**config.mk**
```make
export PLATFORM = sky130hd
export DESIGN_NAME = stack_bump_allocator_core
export DESIGN_NICKNAME = d
export VERILOG_FILES = /design/src/rtl/core/sba_pkg.sv /design/src/rtl/core/stack_bump_allocator_core.sv
export SDC_FILE = /design/constraint.sdc
export NUM_CORES = 1
export LEC_CHECK = 0
export CORE_UTILIZATION = 54
export CTS_CLUSTER_SIZE = 30
export DETAILED_ROUTE_END_ITERATION = 8
export DONT_BUFFER_PORTS = 1
export GPL_TIMING_DRIVEN = 0
export PLACE_DENSITY_LB_ADDON = 0.05
export SLEW_MARGIN = 5
export SYNTH_ARGS = -nofsm -noshare
export SYNTH_HDL_FRONTEND = slang
export SYNTH_SLANG_ARGS = --single-unit
```
**constraint.sdc**
```tcl
create_clock -name aclk -period 12.22 [get_ports aclk]
set_clock_uncertainty 0.2 [all_clocks]
set_input_delay 0 -clock aclk [delete_from_list [all_inputs] [get_ports aclk]]
set_output_delay 0 -clock aclk [all_outputs]
set_load 0.01 [all_outputs]
```
**src/rtl/core/sba_pkg.sv**
```systemverilog
// ----------------------------------------------------------------------------
// sba_pkg
// Command and status codes and field widths for the stack bump allocator.
// ----------------------------------------------------------------------------
`default_nettype none

package sba_pkg;

    // field widths
    localparam int unsigned CMD_W   = 3;
    localparam int unsigned SIZE_W  = 16;
    localparam int unsigned LOC_W   = 5;
    localparam int unsigned OFF_W   = 15;
    localparam int unsigned STAT_W  = 3;
    localparam int unsigned DEPTH_W = 5;

    // stream widths, padded to whole bytes
    localparam int unsigned S_DATA_W = 40;
    localparam int unsigned M_DATA_W = 24;

    typedef logic [CMD_W-1:0]  cmd_t;
    typedef logic [STAT_W-1:0] status_t;

    // command codes
    localparam cmd_t CMD_RESET   = 3'd0;
    localparam cmd_t CMD_ALLOC   = 3'd1;
    localparam cmd_t CMD_POP     = 3'd2;
    localparam cmd_t CMD_GET_LOC = 3'd3;
    localparam cmd_t CMD_SET_LOC = 3'd4;
    localparam cmd_t CMD_FREE    = 3'd5;

    // status codes
    localparam status_t ST_OK       = 3'd0;
    localparam status_t ST_TOO_MANY = 3'd1;
    localparam status_t ST_OOM      = 3'd2;
    localparam status_t ST_NOT_TOP  = 3'd3;
    localparam status_t ST_LOC_REJ  = 3'd4;

endpackage

`default_nettype wire

```
**src/rtl/core/stack_bump_allocator_core.sv**
```systemverilog
// ----------------------------------------------------------------------------
// stack_bump_allocator_core
// LIFO bump allocator over a fixed byte heap, offsets kept in a small
// synchronous memory with a registered read port.
// ----------------------------------------------------------------------------
//
//  channel | dir | ports                        | contents
//  --------+-----+------------------------------+------------------------------
//  s_      | in  | s_tvalid s_tready s_tdata    | command in tuser, arguments in
//          |     | s_tuser                      | tdata
//  m_      | out | m_tvalid m_tready m_tdata    | status, block offset, depth
//
//  Each transaction has two steps: a read of the offset memory at the stack
//  top, then execute and write back. The memory read port sets this.
//  The next command is taken while a result still waits on the m_ side.
//  aresetn clears the depth and the per-entry valid bits together; an
//  entry never written reads as zero. No clearing pass.
//  A stalled m_ side holds the execute step until the output register frees.
//
`default_nettype none

module stack_bump_allocator_core #(
    parameter int unsigned MAX_ENTRIES = 16,
    parameter int unsigned HEAP_BYTES  = 16384,
    parameter int unsigned ALIGN_BYTES = 8
) (
    input  wire logic                           aclk,
    input  wire logic                           aresetn,
    input  wire logic                           s_tvalid,
    output logic                                s_tready,
    // [15:0] alloc_size, [20:16] new_location, [35:21] block_offset
    input  wire logic [sba_pkg::S_DATA_W-1:0]   s_tdata,
    // [2:0] cmd
    input  wire logic [sba_pkg::CMD_W-1:0]      s_tuser,
    output logic                                m_tvalid,
    input  wire logic                           m_tready,
    // [2:0] status, [17:3] alloc_offset, [22:18] depth
    output logic [sba_pkg::M_DATA_W-1:0]        m_tdata
);

    import sba_pkg::*;

    localparam int unsigned ENTRIES = MAX_ENTRIES + 1;
    localparam int unsigned AW      = $clog2(ENTRIES);
    localparam int unsigned OW      = $clog2(HEAP_BYTES);
    // size plus alignment slack stays below 2**XW
    localparam int unsigned XW      = 17;
    localparam int unsigned LW      = $clog2(ALIGN_BYTES);
    localparam int unsigned SH      = XW + LW;
    localparam int unsigned RW      = SH + 1;
    localparam logic [RW-1:0] RECIP =
        RW'(((64'd1 << SH) + 64'(ALIGN_BYTES) - 64'd1) / 64'(ALIGN_BYTES));
    localparam int unsigned EW      = ((OW > XW) ? OW : XW) + 1;
    localparam int unsigned CW      = (OW > OFF_W) ? OW : OFF_W;

    localparam logic ST_IDLE = 1'b0;
    localparam logic ST_EXEC = 1'b1;

    logic               state_reg, state_next;
    logic [AW-1:0]      depth_reg, depth_next;
    logic [ENTRIES-1:0] vld_reg;

    logic [OW-1:0]      mem [ENTRIES];
    logic [OW-1:0]      rd_data_reg;
    logic               rd_vld_reg;
    logic [AW-1:0]      rd_addr;

    logic               wr_en;
    logic [AW-1:0]      wr_addr;
    logic [OW-1:0]      wr_data;

    cmd_t               cmd_reg;
    logic [XW-1:0]      q_reg;
    logic [LOC_W-1:0]   loc_reg;
    logic [OFF_W-1:0]   blk_reg;

    logic               m_tvalid_reg;
    logic [M_DATA_W-1:0] m_tdata_reg;

    logic               s_fire;
    logic               exec_go;
    logic [SIZE_W-1:0]  s_size;
    logic [XW-1:0]      x_sum;
    logic [XW+RW-1:0]   prod;
    logic [2*XW-1:0]    rnd_full;
    logic [XW-1:0]      rounded;
    logic [OW-1:0]      top;
    logic [EW-1:0]      end_off;
    status_t            status_next;
    logic [OFF_W-1:0]   off_next;

    assign s_tready = (state_reg == ST_IDLE);
    assign s_fire   = s_tvalid && s_tready;
    assign exec_go  = (state_reg == ST_EXEC) && (!m_tvalid_reg || m_tready);
    assign m_tvalid = m_tvalid_reg;
    assign m_tdata  = m_tdata_reg;

    // ceil(size / align) by reciprocal multiplication, exact for x < 2**XW
    assign s_size = s_tdata[SIZE_W-1:0];
    assign x_sum  = XW'(s_size) + XW'(ALIGN_BYTES - 1);
    assign prod   = {{RW{1'b0}}, x_sum} * {{XW{1'b0}}, RECIP};

    // free looks at the entry under the top, everything else at the top
    always_comb begin
        if (s_tuser == CMD_FREE && depth_reg != '0) begin
            rd_addr = depth_reg - AW'(1);
        end else begin
            rd_addr = depth_reg;
        end
    end

    assign rnd_full = {{XW{1'b0}}, q_reg} * {{XW{1'b0}}, XW'(ALIGN_BYTES)};
    assign rounded  = rnd_full[XW-1:0];
    assign top      = rd_vld_reg ? rd_data_reg : '0;
    assign end_off  = EW'(top) + EW'(rounded);

    always_comb begin
        state_next  = state_reg;
        depth_next  = depth_reg;
        status_next = ST_OK;
        off_next    = '0;
        wr_en       = 1'b0;
        wr_addr     = depth_reg + AW'(1);
        wr_data     = end_off[OW-1:0];
        if (s_fire) begin
            state_next = ST_EXEC;
        end
        if (exec_go) begin
            state_next = ST_IDLE;
            case (cmd_reg)
                CMD_RESET: begin
                    depth_next = '0;
                    wr_en      = 1'b1;
                    wr_addr    = '0;
                    wr_data    = '0;
                end
                CMD_ALLOC: begin
                    if (32'(depth_reg) >= MAX_ENTRIES) begin
                        status_next = ST_TOO_MANY;
                    end else if (end_off >= EW'(HEAP_BYTES)) begin
                        status_next = ST_OOM;
                    end else begin
                        wr_en      = 1'b1;
                        depth_next = depth_reg + AW'(1);
                        off_next   = OFF_W'(top);
                    end
                end
                CMD_POP: begin
                    if (depth_reg != '0) begin
                        depth_next = depth_reg - AW'(1);
                    end
                end
                CMD_GET_LOC: begin
                end
                CMD_SET_LOC: begin
                    if (32'(loc_reg) < MAX_ENTRIES) begin
                        depth_next = AW'(loc_reg);
                    end else begin
                        status_next = ST_LOC_REJ;
                    end
                end
                CMD_FREE: begin
                    if (depth_reg != '0 && CW'(top) == CW'(blk_reg)) begin
                        depth_next = depth_reg - AW'(1);
                    end else begin
                        status_next = ST_NOT_TOP;
                    end
                end
                default: begin
                end
            endcase
        end
    end

    // offset memory, one write and one registered read port
    always_ff @(posedge aclk) begin
        if (wr_en) begin
            mem[wr_addr] <= wr_data;
        end
        if (s_fire) begin
            rd_data_reg <= mem[rd_addr];
        end
    end

    always_ff @(posedge aclk) begin
        if (s_fire) begin
            cmd_reg <= s_tuser;
            q_reg   <= prod[SH +: XW];
            loc_reg <= s_tdata[SIZE_W +: LOC_W];
            blk_reg <= s_tdata[SIZE_W+LOC_W +: OFF_W];
        end
        if (exec_go) begin
            m_tdata_reg <= {M_DATA_W'(0)}
                         | M_DATA_W'({DEPTH_W'(depth_next), off_next, status_next});
        end
    end

    always_ff @(posedge aclk) begin
        if (!aresetn) begin
            state_reg    <= ST_IDLE;
            depth_reg    <= '0;
            vld_reg      <= '0;
            rd_vld_reg   <= 1'b0;
            m_tvalid_reg <= 1'b0;
        end else begin
            state_reg <= state_next;
            depth_reg <= depth_next;
            if (wr_en) begin
                vld_reg[wr_addr] <= 1'b1;
            end
            if (s_fire) begin
                rd_vld_reg <= vld_reg[rd_addr];
            end
            if (exec_go) begin
                m_tvalid_reg <= 1'b1;
            end else if (m_tready) begin
                m_tvalid_reg <= 1'b0;
            end
        end
    end

    a_depth_bound: assert property (@(posedge aclk) disable iff (!aresetn)
        32'(depth_reg) <= MAX_ENTRIES)
        else $error("stack depth above limit");

    a_accept_exec: assert property (@(posedge aclk) disable iff (!aresetn)
        s_fire |=> state_reg == ST_EXEC)
        else $error("accepted transaction did not reach execute");

    a_write_exec: assert property (@(posedge aclk) disable iff (!aresetn)
        wr_en |-> exec_go)
        else $error("memory write outside execute");

    a_alloc_push: assert property (@(posedge aclk) disable iff (!aresetn)
        (exec_go && cmd_reg == CMD_ALLOC && status_next == ST_OK)
        |=> depth_reg == $past(depth_reg) + AW'(1))
        else $error("successful alloc did not push");

    a_offset_only_alloc: assert property (@(posedge aclk) disable iff (!aresetn)
        (exec_go && cmd_reg != CMD_ALLOC) |-> off_next == '0)
        else $error("block offset on a non-alloc command");

endmodule

`default_nettype wire

```
==> results of run 1 <==
cell type report:
| type | count | area, um^2 |
|---|---|---|
| Clock inverter | 20 | 173 |
| Sequential cell | 336 | 9840 |
| Fill cell | 2028 | 9780 |
| Inverter | 22 | 82.6 |
| Clock buffer | 44 | 941 |
| Buffer | 58 | 294 |
| Tap cell | 378 | 473 |
| Multi-Input combinational cell | 657 | 5420 |
| Timing Repair Buffer | 100 | 1090 |
timing repair:
item	in CTS	in global routing
hold endpoints to repair	95	0
setup buffers	0	0
hold buffers	78	0
worst min-delay path: cells and delay by family:
family / cells / cell delay, ps
buffers and inverters: 1 / 540
XOR/XNOR: 1 / 100
AND/OR/NAND/NOR: 1 / 50
how the worst max path moves through the flow:
| stage | depth (start not counted) | slack (ps) | to | start |
|---|---|---|---|---|
| floorplan | 11 | 7440 | mem[16][0] | rd_vld_reg |
| global placement | 13 | 6240 | mem[5][5] | rd_vld_reg |
| detailed placement | 15 | 6800 | rd_data_reg[5] | depth_reg[0] |
| CTS | 15 | 6780 | rd_data_reg[5] | depth_reg[0] |
| global route | 15 | 6450 | rd_data_reg[4] | depth_reg[0] |
| finish | 15 | 6660 | rd_data_reg[3] | depth_reg[0] |
kinds of logic (layout without fill, tap and decap cells):
family          count (synthesis)  in the layout  share of synthesized area (%)
compound gates                160            160                           6.68
xor+xnor                       32             32                           1.92
fa+ha+maj                      14             14                           1.18
buf+inv                        80            244                           2.42
flops                         336            336                           63.3
mux                           177            177                           16.2
other cells                     1              2                         0.0241
simple gates                  272            272                           8.29
layer usage:
layer / track usage [%] / vias to the layer above
met5: 0 / -
met4: 11.1 / 0
met3: 4.28 / 97
met2: 47.3 / 414
met1: 35.8 / 4928
li1: - / 4447
cell usage after synthesis, types with 22 or more instances:
| cell type | count |
|---|---|
| and3_1 | 24 |
| o21ai_0 | 31 |
| mux2i_1 | 120 |
| xnor2_1 | 22 |
| inv_1 | 22 |
| dfxtp_1 | 25 |
| clkbuf_1 | 35 |
| nor3_1 | 22 |
| edfxtp_1 | 311 |
| nand2_1 | 86 |
| nor2_1 | 71 |
| mux4_2 | 45 |
power groups by stage:
stage	logic (W)	registers [W]	clock network [W]
finish	0.000355	0.00133	0.00104
global route	0.000378	0.00134	0.00109
CTS	0.000350	0.00133	0.00105
detailed placement	0.000327	0.00136	0
global placement	0.000313	0.00136	0
floorplan	0.000214	0.00135	0
per-stage QoR:
step / total power [W] / util [%] / setup WS, ps / instances / hold slack (ps)
after global placement: 0.00167 / 57.0 / 6240 / 1451 / -101
after CTS: 0.00273 / 65.1 / 6780 / 1615 / 63.6
after global routing: 0.00281 / 65.2 / 6450 / 1615 / 105
after detailed placement: 0.00168 / 58.4 / 6800 / 1473 / -101
after floorplan: 0.00157 / - / 7440 / 1073 / -101
final: 0.00273 / 65.2 / 6660 / 1615 / 86.6
==> results_dict.tcl, run 1 <==
set metrics [dict create \
    crit_family "buffers and inverters" \
    worstSkewPairLatency_ps 530 \
    netSwitchingPower_w 0.000684 \
    maxCapViolations 0 \
    dr.pass1.iters 5 \
    wl_um 40000 \
    cts_tree "built" \
    fin_crit_ps 5560 \
    fp.coreArea_um2 28100 \
    crit_path_end_kind "flop" \
    start_util_pct 55.3 \
    reg2reg_slack_ps 6660 \
    wl_met3_um 2690 \
    fin_crit_sh_pct 45.5 \
    dieArea_um2 29500 \
    cts.sinks 336 \
    power_frac_comb_pct 13.0 \
    power_density_nw_per_um2 149 \
    syn_to_final_growth_pct 17.8 \
    clock_path_buffers 3 \
    synth-edff-count 311 \
    antenna_found_initial 0 \
    timing.rr.end "rd_data_reg[3]" \
    cpMaxStageDelayCell "clkbuf_1" \
    clockRootBuffer "clkbuf_16" \
    min_to "q_reg[6]" \
    hold_class "input pin to flop" \
    grt_util_all_layers_pct 27.8 \
    power_leakage_nw 6.24 \
    grt_max_degree 29 \
    ys_async_sr_fraction_pct 0 \
    min_from "s_tdata[8]" \
    arrival_ps 5600 \
    worst-path-buf-inv 6 \
    cp.required_ps 12260 \
    cts.htree.levels 2 \
    row_count 61 \
    syn_area_um2 15500 \
    diodes 0 \
    cpPeakStageDelay_ps 530 \
    post_drt_wl_per_cell_um 24.7 \
    yosys_warnings 0 \
    drc 0 \
    fin_area_um2 18300 \
    syn_inst 1072 \
    mostFrequentLayoutCell "edfxtp_1" \
    gp_congestion 0.936 \
    yosys.area.top_type_share_pct 60.1 \
    relSlewSlack_pct 11.0 \
    worstSetupPathType "flop to flop" \
    grt_pass1_vias 9645 \
    drt_iter0_drc 901 \
    numCtsBuffers 36 \
    maxSlewViolCount 0 \
    clock_power_share_pct 38.1 \
    synth_ff_type "edfxtp_1" \
    place_area_um2 16400 \
    die_x_um 172 \
    status "complete, no violations" \
    reg2reg_depth 15 \
    internal-power_w 0.00204 \
    io_pins 73 \
    synth_area_leaders "edfxtp_1, mux2i_1, mux4_2, dfxtp_1, nand2_1" \
    p_seq_share_pct 48.9 \
    tns_ps 0 \
    detail-route-antenna-nets 0 \
    swShare_pct 25.1 \
    syn_area_per_cell_um2 14.5 \
    highest_layer "met4" \
    yosysTopAreaCell "edfxtp_1" \
    dr_total_vias 9886 \
    wl_met1_um 16200 \
    setup_violations 0 \
    fin_nets 1272 \
    port-buffer-count 0 \
    drive_gt1_share_pct 13.8 \
    tightest_slew_ps 1330 \
    grt_overflow_total 0 \
    rsz0062_at_grt "false" \
    startpoint_type "flop" \
    via_per_inst 6.12 \
    ys_types 63 \
    synth-seq-area-share_pct 63.3 \
    fmax_mhz 180 \
    grt_first_pass_wirelength_um 58400 \
    largest_reg_flops 238 \
    peakVddDrop_mv 0.136 \
    whs_path_depth 3 \
    hold_viol 0 \
    regToRegStartpoint "depth_reg[0]" \
    die_h_um 172 \
    clk_pin_slew_ps 60 \
    dp_hpwl_um 26600 \
    worst-path-max-fanout 10 \
    crit_chain "clkbuf_1 > inv_1 > clkbuf_1 > ha_1 > or4b_1 > buf_2 > and2_4 > buf_6 > xnor2_4 > buf_6 > mux4_2 > mux2i_1 > nor2_1 > a31oi_1 > o21ai_1" \
    wl_met2_um 19500 \
    ys_ff_latch 336 \
    final_cell_mix "edfxtp_1, mux2i_1, nand2_1, dlygate4sd3_1, nor2_1" \
    post_cts_resized 0 \
]
(Power assumes the default switching activity.)
==> inputs of run 2 (changes only) <==
- ABC_AREA: not set -> 1
- clock period: 12.22 -> 4.96 ns (I/O delays scaled with it)
==> run 2 against run 1 <==
Via count rose by 10%. Largest power group unchanged. Die area fell by 4.2%. Wire length rose by 0.81%. Area after synthesis fell by 4.3%. Register-to-register slack got worse by 6400 ps.
==> results_dict.tcl, run 2 <==
set metrics [dict create \
    synthAdderAreaFrac_pct 1.23 \
    tns_ps 0 \
    yosys_warnings 0 \
    syn_to_final_growth_pct 17.5 \
    regToRegStartpoint "rd_vld_reg" \
    mostFrequentLayoutCell "edfxtp_1" \
    start_util_pct 55.0 \
    die_x_um 168 \
    synth-seq-area-share_pct 66.1 \
    crit_path_end "mem[12][0]" \
    worst-path-buf-inv 3 \
    row_count 60 \
    power_frac_comb_pct 15.3 \
    fmax_mhz 214 \
    grt_pass1_vias 10200 \
    worst-path-max-fanout 14 \
    crit_top_cell "nand3_1" \
    dp_hpwl_um 26100 \
    ys_types 41 \
    syn_area_um2 14900 \
    dieArea_um2 28200 \
    grt_overflow_total 0 \
    power_leakage_nw 6.59 \
    gp_congestion 0.926 \
    hold_class "input pin to flop" \
    timing.rr.end "mem[12][0]" \
    reg2reg_depth 17 \
    clock_path_buffers 3 \
    hold_viol 0 \
    dr_total_vias 10900 \
    fp.coreArea_um2 27000 \
    grt_util_all_layers_pct 29.0 \
    syn_area_per_cell_um2 10.7 \
    setup_violations 0 \
    dr.pass1.iters 5 \
    rsz0062_at_grt "true" \
    cts.htree.levels 2 \
    clockRootBuffer "clkbuf_16" \
    maxCapViolations 0 \
    diodes 0 \
    status "complete, no violations" \
    yosysTopAreaCell "edfxtp_1" \
    grt_max_degree 32 \
    via_per_inst 5.75 \
    drt_iter0_drc 1160 \
    cpMaxStageDelayCell "nor2_2" \
    drc 0 \
    startpoint_type "flop" \
    netSwitchingPower_w 0.00188 \
    drive_gt1_share_pct 11.2 \
    synth-edff-count 311 \
    worstSkewPairLatency_ps 540 \
    power_density_nw_per_um2 398 \
    ys_ff_latch 336 \
    tightest_slew_ps 1000 \
    port-buffer-count 0 \
    fin_crit_sh_pct 94.3 \
    cpPeakStageDelay_ps 800 \
    nFillCells 2126 \
    crit_chain "buf_2 > buf_2 > nand2_1 > inv_1 > ha_1 > fa_1 > nand3_1 > nand2_1 > nand3_1 > nand3_1 > nand2_1 > nand3_2 > nor2_4 > nand3_2 > nand2_4 > nand3_1 > nor2_2" \
    synth_top_family_by_area "simple AND/OR/NAND/NOR gates" \
    cp.depth 17 \
    synth_area_leaders "edfxtp_1, nor2_1, nand2_1, o21ai_0, nand3_1" \
    post_drt_wl_per_cell_um 21.3 \
    synthSimpleGateAreaFrac_pct 16.5 \
    worstSetupPathType "flop to flop" \
    io_pins 73 \
    clk_pin_slew_ps 60 \
    arrival_ps 4630 \
    final_cell_mix "edfxtp_1, nor2_1, nand2_1, o21ai_0, inv_1" \
    synth_ff_type "edfxtp_1" \
    detail-route-antenna-nets 0 \
    synth-xor-area-share_pct 1.24 \
    reg2reg_slack_ps 280 \
    synth_most_common_cell "edfxtp_1" \
    synthTopCellsByCount "edfxtp_1, nor2_1, nand2_1" \
    cp.required_ps 4920 \
    antenna_found_initial 0 \
    wl_um 40300 \
    largest_reg_flops 238 \
    p_seq_share_pct 47.3 \
    fin_nets 1588 \
    cts.sinks 336 \
    numCtsBuffers 37 \
    relSlewSlack_pct 33.1 \
    fin_crit_ps 4680 \
    whs_path_depth 6 \
    crit_family "simple AND/OR/NAND/NOR gates" \
    swShare_pct 27.0 \
    critPathLaunch "rd_vld_reg" \
    maxSlewViolCount 0 \
    crit_path_end_kind "flop" \
    syn_inst 1395 \
    synth_compound_area_share_pct 9.62 \
    clock_power_share_pct 37.4 \
    grt_first_pass_wirelength_um 60400 \
    yosys.area.top_type_share_pct 62.8 \
    internal-power_w 0.00508 \
    synthMuxAreaShare_pct 0 \
    final_util_pct 64.7 \
    die_h_um 168 \
    cts_tree "built" \
    ys_async_sr_fraction_pct 0 \
    peakVddDrop_mv 0.240 \
]
run 2: cell count changes in the layout (fill, tap and decap cells not counted), moves of 21 or more:
cell     previous run  this run
mux2i_1           120         0
and3_1             24         1
nor2_1             52       230
o21ai_1            13        34
o21ai_0            31       116
inv_1              22       107
o22ai_1             5        43
nand2_1            86       190
nand3_1            17       103
mux4_2             45         0
run 2: worst min path at each step:
stage / startpoint / slack (ps) / endpoint
6_report: s_tdata[1] / 110 / q_reg[5]
5_1_grt: s_tdata[15] / 140 / q_reg[13]
4_1_cts: s_tdata[1] / 20 / q_reg[5]
3_5_place_dp: s_tdata[19] / -100 / loc_reg[3]
3_3_place_gp: s_tdata[19] / -100 / loc_reg[3]
2_1_floorplan: s_tdata[21] / -100 / blk_reg[0]
run 2: area by class of cell:
class / count / area [um^2] / area share, %
Buffer: 64 / 359 / 2.05
Clock buffer: 49 / 981 / 5.61
Tap cell: 341 / 427 / 2.44
Timing Repair Buffer: 92 / 948 / 5.42
Inverter: 113 / 427 / 2.44
Clock inverter: 16 / 148 / 0.844
Sequential cell: 336 / 9840 / 56.3
Multi-Input combinational cell: 883 / 4360 / 24.9
run 2: per-stage QoR:
step                total power (W)  instances  setup slack, ps  hold slack [ps]  area, um^2
global placement            0.00428       1737           -0.567             -101       15300
CTS                         0.00697       1894             18.9             20.8       17500
floorplan                   0.00394       1396             1290             -101       14900
detailed placement          0.00433       1746            -38.8             -101       15500
global route                0.00719       1894            -58.7              136       17500
finish                      0.00696       1894              283              107       17500
run 2: cell families after synthesis:
kind of cell / after synthesis
compound gates: 262
xor+xnor: 21
other cells: 1
fa+ha+maj: 14
buf+inv: 177
flops: 336
simple gates: 584
run 2: power by group through the flow:
stage          registers (W)  clock network [W]  logic [W]
6_report             0.00329            0.00261    0.00107
5_1_grt              0.00330            0.00274    0.00116
4_1_cts              0.00329            0.00264    0.00104
3_5_place_dp         0.00335                  0   0.000981
3_3_place_gp         0.00336                  0   0.000916
2_1_floorplan        0.00335                  0   0.000595
run 2: worst min-delay path, stage by stage:
cell and delay (ps):
nor3_1 210, nor2_1 130, nand2_1 80, nor2_2 60, nand3_1 110, xor2_1 80
run 2: per-layer routing:
metal	share of wire (%)	up-vias	track usage, %
li1	-	5111	-
met1	43	5211	40.7
met2	45	473	45.3
met3	8.0	87	4.14
met4	3.9	0	12.5
met5	0	-	0
run 2: timing repair:
| item | 4_1_cts | 5_1_grt |
|---|---|---|
| cloned | 0 | 0 |
| buffers inserted | 0 | 0 |
| resized for setup | 7 | 7 |
| endpoints found under the hold margin | 85 | 0 |
| endpoints found under the setup margin | 82 | 96 |
| hold buffers | 83 | 0 |
